--- src/rtl/hec_pkg.sv ---
// Shared types and constants for the hashed entry cache.
// Used by hec_ctrl, hec_dp and the top level; depends on nothing.
package hec_pkg;

  localparam int HEC_ENTRIES = 64;
  localparam int HEC_BUCKETS = 63;

  // Command codes.
  localparam logic [1:0] CMD_ACQUIRE = 2'd0;
  localparam logic [1:0] CMD_RELEASE = 2'd1;
  localparam logic [1:0] CMD_FIND    = 2'd2;

  // Status codes.
  localparam logic [3:0] ST_HIT      = 4'd0;
  localparam logic [3:0] ST_MISS     = 4'd1;
  localparam logic [3:0] ST_BUSY     = 4'd2;
  localparam logic [3:0] ST_FULL     = 4'd3;
  localparam logic [3:0] ST_NOTFOUND = 4'd4;
  localparam logic [3:0] ST_RELEASED = 4'd5;
  localparam logic [3:0] ST_FREED    = 4'd6;
  localparam logic [3:0] ST_ZERO     = 4'd7;
  localparam logic [3:0] ST_OVERFLOW = 4'd8;

  // Strobes from the controller to the datapath.
  typedef struct packed {
    logic accept;
    logic hash_q;
    logic hash_r;
    logic head_ld;
    logic walk_rd;
    logic walk_ck;
    logic alloc_rd;
    logic alloc_wr;
    logic rel_rd;
    logic rel_ck;
    logic rel_fin;
    logic out_ld;
  } hec_ctl_t;

  // Status from the datapath to the controller.
  typedef struct packed {
    logic [1:0] in_cmd;
    logic       in_oob;
    logic [1:0] cmd;
    logic       walk_end;
    logic       match;
    logic       ref_one;
    logic       head_is_ent;
    logic       free_empty;
  } hec_sts_t;

endpackage

--- src/rtl/hec_ctrl.sv ---
// Sequencing state machine of the hashed entry cache.
// Depends on hec_pkg; drives strobes into hec_dp.
module hec_ctrl (
  input  logic              clk_i,
  input  logic              rst_ni,
  input  logic              in_valid_i,
  output logic              in_stall_o,
  output logic              out_valid_o,
  input  logic              out_stall_i,
  input  hec_pkg::hec_sts_t sts_i,
  output hec_pkg::hec_ctl_t ctl_o
);
  import hec_pkg::*;

  localparam logic [3:0] S_IDLE     = 4'd0;
  localparam logic [3:0] S_HASH     = 4'd1;
  localparam logic [3:0] S_MOD      = 4'd2;
  localparam logic [3:0] S_HEAD     = 4'd3;
  localparam logic [3:0] S_WALK_RD  = 4'd4;
  localparam logic [3:0] S_WALK_CK  = 4'd5;
  localparam logic [3:0] S_ALLOC_RD = 4'd6;
  localparam logic [3:0] S_ALLOC_WR = 4'd7;
  localparam logic [3:0] S_REL_RD   = 4'd8;
  localparam logic [3:0] S_REL_CK   = 4'd9;
  localparam logic [3:0] S_REL_FIN  = 4'd10;
  localparam logic [3:0] S_OUT      = 4'd11;

  logic [3:0] state_q, state_d;
  logic       out_valid_q, out_valid_d;
  logic       rel_mode;

  assign in_stall_o  = (state_q != S_IDLE);
  assign out_valid_o = out_valid_q;
  assign rel_mode    = (sts_i.cmd == CMD_RELEASE);

  always_comb begin
    state_d     = state_q;
    out_valid_d = out_valid_q;
    ctl_o       = '0;
    if (out_valid_q && !out_stall_i) begin
      out_valid_d = 1'b0;
    end
    unique case (state_q)
      S_IDLE: begin
        if (in_valid_i) begin
          ctl_o.accept = 1'b1;
          if (sts_i.in_cmd == CMD_ACQUIRE || sts_i.in_cmd == CMD_FIND) begin
            state_d = S_HASH;
          end else if (sts_i.in_cmd == CMD_RELEASE && !sts_i.in_oob) begin
            state_d = S_REL_RD;
          end else begin
            state_d = S_OUT;
          end
        end
      end
      S_HASH: begin
        ctl_o.hash_q = 1'b1;
        state_d = S_MOD;
      end
      S_MOD: begin
        ctl_o.hash_r = 1'b1;
        state_d = S_HEAD;
      end
      S_HEAD: begin
        ctl_o.head_ld = 1'b1;
        if (rel_mode && sts_i.head_is_ent) begin
          state_d = S_REL_FIN;
        end else begin
          state_d = S_WALK_RD;
        end
      end
      S_WALK_RD: begin
        ctl_o.walk_rd = 1'b1;
        if (!sts_i.walk_end) begin
          state_d = S_WALK_CK;
        end else if (rel_mode) begin
          state_d = S_REL_FIN;
        end else if (sts_i.cmd == CMD_ACQUIRE && !sts_i.free_empty) begin
          state_d = S_ALLOC_RD;
        end else begin
          state_d = S_OUT;
        end
      end
      S_WALK_CK: begin
        ctl_o.walk_ck = 1'b1;
        if (sts_i.match) begin
          state_d = rel_mode ? S_REL_FIN : S_OUT;
        end else begin
          state_d = S_WALK_RD;
        end
      end
      S_ALLOC_RD: begin
        ctl_o.alloc_rd = 1'b1;
        state_d = S_ALLOC_WR;
      end
      S_ALLOC_WR: begin
        ctl_o.alloc_wr = 1'b1;
        state_d = S_OUT;
      end
      S_REL_RD: begin
        ctl_o.rel_rd = 1'b1;
        state_d = S_REL_CK;
      end
      S_REL_CK: begin
        ctl_o.rel_ck = 1'b1;
        if (sts_i.ref_one) begin
          state_d = S_HASH;
        end else begin
          state_d = S_OUT;
        end
      end
      S_REL_FIN: begin
        ctl_o.rel_fin = 1'b1;
        state_d = S_OUT;
      end
      S_OUT: begin
        if (!out_valid_q || !out_stall_i) begin
          ctl_o.out_ld = 1'b1;
          out_valid_d  = 1'b1;
          state_d      = S_IDLE;
        end
      end
      default: begin
        state_d = S_IDLE;
      end
    endcase
  end

  always_ff @(posedge clk_i or negedge rst_ni) begin
    if (!rst_ni) begin
      state_q     <= S_IDLE;
      out_valid_q <= 1'b0;
    end else begin
      state_q     <= state_d;
      out_valid_q <= out_valid_d;
    end
  end

endmodule

--- config.mk ---
export PLATFORM = sky130hd
export DESIGN_NAME = hec_ctrl
export DESIGN_NICKNAME = d
export VERILOG_FILES = /design/src/rtl/hec_pkg.sv /design/src/rtl/hec_ctrl.sv
export SDC_FILE = /design/constraint.sdc
export NUM_CORES = 1
export LEC_CHECK = 0
export BUFFER_PORTS_ARGS = -buffer_cell sky130_fd_sc_hd__buf_2
export CELL_PAD_IN_SITES_DETAIL_PLACEMENT = 1
export CELL_PAD_IN_SITES_GLOBAL_PLACEMENT = 1
export CORE_UTILIZATION = 26
export DETAILED_ROUTE_END_ITERATION = 12
export PLACE_DENSITY_LB_ADDON = 0.1
export SYNTH_ARGS = -nofsm -noshare
export SYNTH_HDL_FRONTEND = slang
export SYNTH_SLANG_ARGS = --single-unit
--- constraint.sdc ---
create_clock -name clk_i -period 1.5 [get_ports clk_i]
set_clock_uncertainty 0.2 [all_clocks]
set_input_delay 0 -clock clk_i [delete_from_list [all_inputs] [get_ports clk_i]]
set_output_delay 0 -clock clk_i [all_outputs]
set_load 0.05 [all_outputs]
Yosys cells after proc, flatten, opt, wreduce, memory -nomap -nowiden
Index checks and enable logic that the tools add are counted.

storage, ports and cells
  register bits = 5
  input port bits = 14
  output and inout bits = 14
  logic and storage cells = 63

cells by class
  eq/ne operators = 16
  multiplexer cells = 29
  reductions and logical operators = 16

operators by type and width
  cell                  number
  $pmux W4 S11          1
  $mux W4               9
  $mux W1               18
  $eq A4 B3 Y1 const B  4
  $eq A4 B4 Y1 const B  4
  $eq A4 B2 Y1 const B  2
  $eq A2 B1 Y1 const B  2
  $eq A4 B1 Y1 const B  1
  $logic_and A1 B1 Y1   4
  $logic_not A1 Y1      4
  $logic_not A2 Y1      2
  $logic_not A4 Y1      1
  $ne A2 B2 Y1 const B  2
  $reduce_bool A4 Y1    1
  $eq A2 B2 Y1 const B  1
  $logic_or A1 B1 Y1    2
  $mux W2               1
  $reduce_and A2 Y1     1
  $reduce_or A2 Y1      1

Depth between registers and ports, before layout
  depth in word-level cells = 6
  gate-level depth with buffers = 6
  gate-level depth less buffers = 5

Worst setup path before layout
No wires, ideal clock.

  kind = reg-to-reg
  start = reg state_q[3]
  end = reg state_q[2]
  setup time = 83 ps
  data arrival time = 1851 ps
  data required time = 1217 ps
  slack = -634 ps
  stages on the path, launching flop included = 5
  buffers on the path = 0
  period minus slack after synthesis = 2134 ps
  cells stage by stage = dfrtp_1 > nand2b_1 > nor3_1 > nand2_1 > o21ai_0

between the ends
  longest elaborated chain between the ends = 3
  elaborated cells between the ends (all ways) = 17
  those cells by class = 13 x eq/ne; 1 x mux; 3 x reduce/logical

ends and longest elaborated chain
  element                                                            line             RTL
  start: declaration                                                 hec_ctrl.sv:28   logic [3:0] state_q, state_d;
  start signal: assignment                                           hec_ctrl.sv:134  state_q <= state_d;
  $eq A4 B4 Y1 (tied with other cells)                               hec_ctrl.sv:43   unique case (state_q)
  $reduce_or A2 Y1 (no line) / $ne A2 B2 Y1 (equally long branches)  n/a
  $pmux W4 S11 / $reduce_and A2 Y1 (equally long branches)           n/a

Several ways; a longest one is shown, not always the timed one.
A chain may end at the register's enable or synchronous reset.

==> metrics.cfg <==
[floorplan]
ios=28
die_h_um=46.0
die_w_um=46.0
fp-row-count=15
start_util=0.286
die_area_mm2=0.00212
core_area_mm2=0.00176

[yosys]
synthTopCellsByArea=dfrtp_1 25%, nor2_1 6.7%, o21ai_0 6.0%, o221ai_1 5.2%, nor3_1 5.0%
syn_inst=66
syn_area_um2=504
yosys_warnings=0
syn_nets=80
avgSynthCellArea_um2=7.64
yosysUniqueCellTypes=30
ys_seq_elements=5
netlist.area_leader.share=0.248
seq_area_frac_synth=0.248
yosysTopAreaCell=dfrtp_1

[routing]
drc=0
dr.pass1.iters=4
wl_mm=3.32
vias=851
wl_per_cell_um=21.6
vias_per_cell=5.53
drt_iter0_drc=7
antenna_left=0

[run]
max-cap-violations=0

[clocking]
cts_tree=yes
insertion_delay_ns=0.27
ctsHtreeMaxLevel=1
clock_path_buffers=2
numCtsBuffers=3
clk_pin_slew_worst_paths_ns=0.06
cts_root_buf=clkbuf_4
clock-sinks=5

[setup_path]
worst_ep_required_time_ns=1.30
path_max_fanout=7
crit_type=flip-flop to primary output
crit_path_end_kind=primary output
cp-start-kind=flip-flop
worst_r2r_path_depth=6
crit_arrival_ns=1.53

[finish]
final_cell_area_mm2=0.00125
multi_input_area_um2=495
ff_latch_area_um2=130
antenna_cells=0
fillers=201
drive_gt1_frac=0.713
syn2layout_area_growth_pct=149
final_nets=144

[global_route]
grt.total_usage=0.248
grt_max_degree=10
antenna_found_initial=0
grt_pass1_wl_mm=3.60
grt_overflow=0
grt_pass1_vias=763

[timing]
max-slew-margin-rel=0.741
layout_setup_ws_ns=-0.229
min_period_ns=1.73
hold_viol_final=0
fmax_mhz=578
hold_slack_ns=0.129
worst_slew_pin_slew_ns=0.386
rsz0062_at_grt=yes
timing.final.crit_share=1.15
finalSetupViolations=15
slew_viol_final=0

[placed_design]
place.gp.congestion=0.865
dpl.hpwl_mm=1.53
io_buffers=27
place_area_um2=832

[worst_hold_path]
min_path_type=input port to flip-flop
hold_depth=5

[pwr]
vdd_drop_max_mv=1.48
leakage_nw=0.545
power_per_cell_area_mw_per_mm2=2170

[status]
violations=negative setup slack
outcome=finished, violations left

-- power breakdown --
part	internal [mW]	switching (mW)
combinational	0.999	1.23
sequential	0.203	0.120
clock	0.102	0.0751
-- layer usage --
| layer | wire length [um] | part of all wire | GRT usage | up-vias |
|---|---|---|---|---|
| li1 | - | - | - | 371 |
| met1 | 1220 | 0.37 | 0.303 | 418 |
| met3 | 116 | 0.035 | 0.0159 | 18 |
| met2 | 1780 | 0.53 | 0.456 | 44 |
| met4 | 210 | 0.063 | 0.0706 | 0 |
| met5 | 0 | 0 | 0 | - |
-- cells by family (layout without fill, tap and decap cells) --
| logic type | Yosys count | in the layout | share of synthesized area |
|---|---|---|---|
| simple gates | 30 | 30 | 0.335 |
| compound gates | 24 | 24 | 0.325 |
| flops | 5 | 5 | 0.248 |
| buf+inv | 7 | 70 | 0.0918 |
-- area by class of cell --
type | count | share of cell area
repair buffers | 63 | 0.446
multi-input cells | 54 | 0.395
flip-flops and latches | 5 | 0.104
well taps | 25 | 0.0250
clock buffers | 4 | 0.0210
inverters | 3 | 0.00898
-- final timing paths --
kind	from	to	slack (ns)
worst min-delay path	sts_i[2]	state_q[1]	0.13
max in group asynchronous	rst_ni	state_q[2]	0.36
min in group asynchronous	rst_ni	state_q[3]	0.48
worst max-delay path	state_q[3]	ctl_o[9]	-0.23
worst max register to register	state_q[0]	state_q[0]	-0.21
worst min register to register	out_valid_o	out_valid_o	0.38
-- synth_stat cells --
master / n
and4b_1: 1
a21oi_2: 1
buf_4: 1
and3_1: 1
buf_6: 2
nand2_1: 5
nand2b_1: 2
a31oi_1: 1
nor2_1: 9
nor3_1: 5
nor3b_1: 2
o21a_1: 1
o21ai_0: 6
o221ai_1: 3
o41a_1: 1
a21oi_1: 3
o22a_1: 1
or3_1: 2
o21ai_1: 2
dfrtp_1: 5
nor4b_2: 1
nand2_2: 1
o22ai_1: 1
nand2b_4: 1
buf_2: 1
a21bo_2: 1
o31ai_1: 1
a21boi_0: 1
a311oi_1: 1
inv_1: 3
-- metrics by stage --
stage,utilization,power (mW),TNS [ns],instances,setup slack [ns]
after global placement,0.472,1.77,-0.152,132,-0.0454
after CTS,0.630,2.29,-0.663,150,-0.0835
after detailed placement,0.472,1.79,-0.307,132,-0.0897
after floorplan,-,1.27,-0.415,66,-0.180
after global routing,0.711,2.82,-1.94,154,-0.247
final,0.711,2.73,-1.42,154,-0.229
-- sequential cells by signal (all words and copies together), names as in the netlist --
register     cells
out_valid_o      1
state_q          4
-- cell usage in the layout, fill, tap and decap left out, types with 2 or more instances in the layout --
master	n
nor2_4	4
or3_1	2
o221ai_1	2
dfrtp_2	4
nand2b_4	3
nor2_1	2
nor3b_2	2
buf_8	4
buf_2	14
o21ai_1	2
inv_1	2
buf_6	15
nand2_2	3
buf_4	20
o21ai_0	4
clkbuf_4	3
o21ai_2	2
dlygate4sd3_1	9
a21oi_1	3
nor3_4	4
nand2_1	2
nor2_2	3
-- critical path, stage by stage (launching register included) --
cell and delay [ns]:
dfrtp_2 0.47, buf_4 0.16, buf_4 0.15, nor3_2 0.27, buf_6 0.21
-- what timing repair did --
action	4_1_cts	5_1_grt
hold buffers	9	0
buffers inserted	5	4
hold endpoints to repair	10	0
setup endpoints to repair	17	17
resized for setup	39	28
pin swaps	4	8
Power figures use the tool's default switching activity.
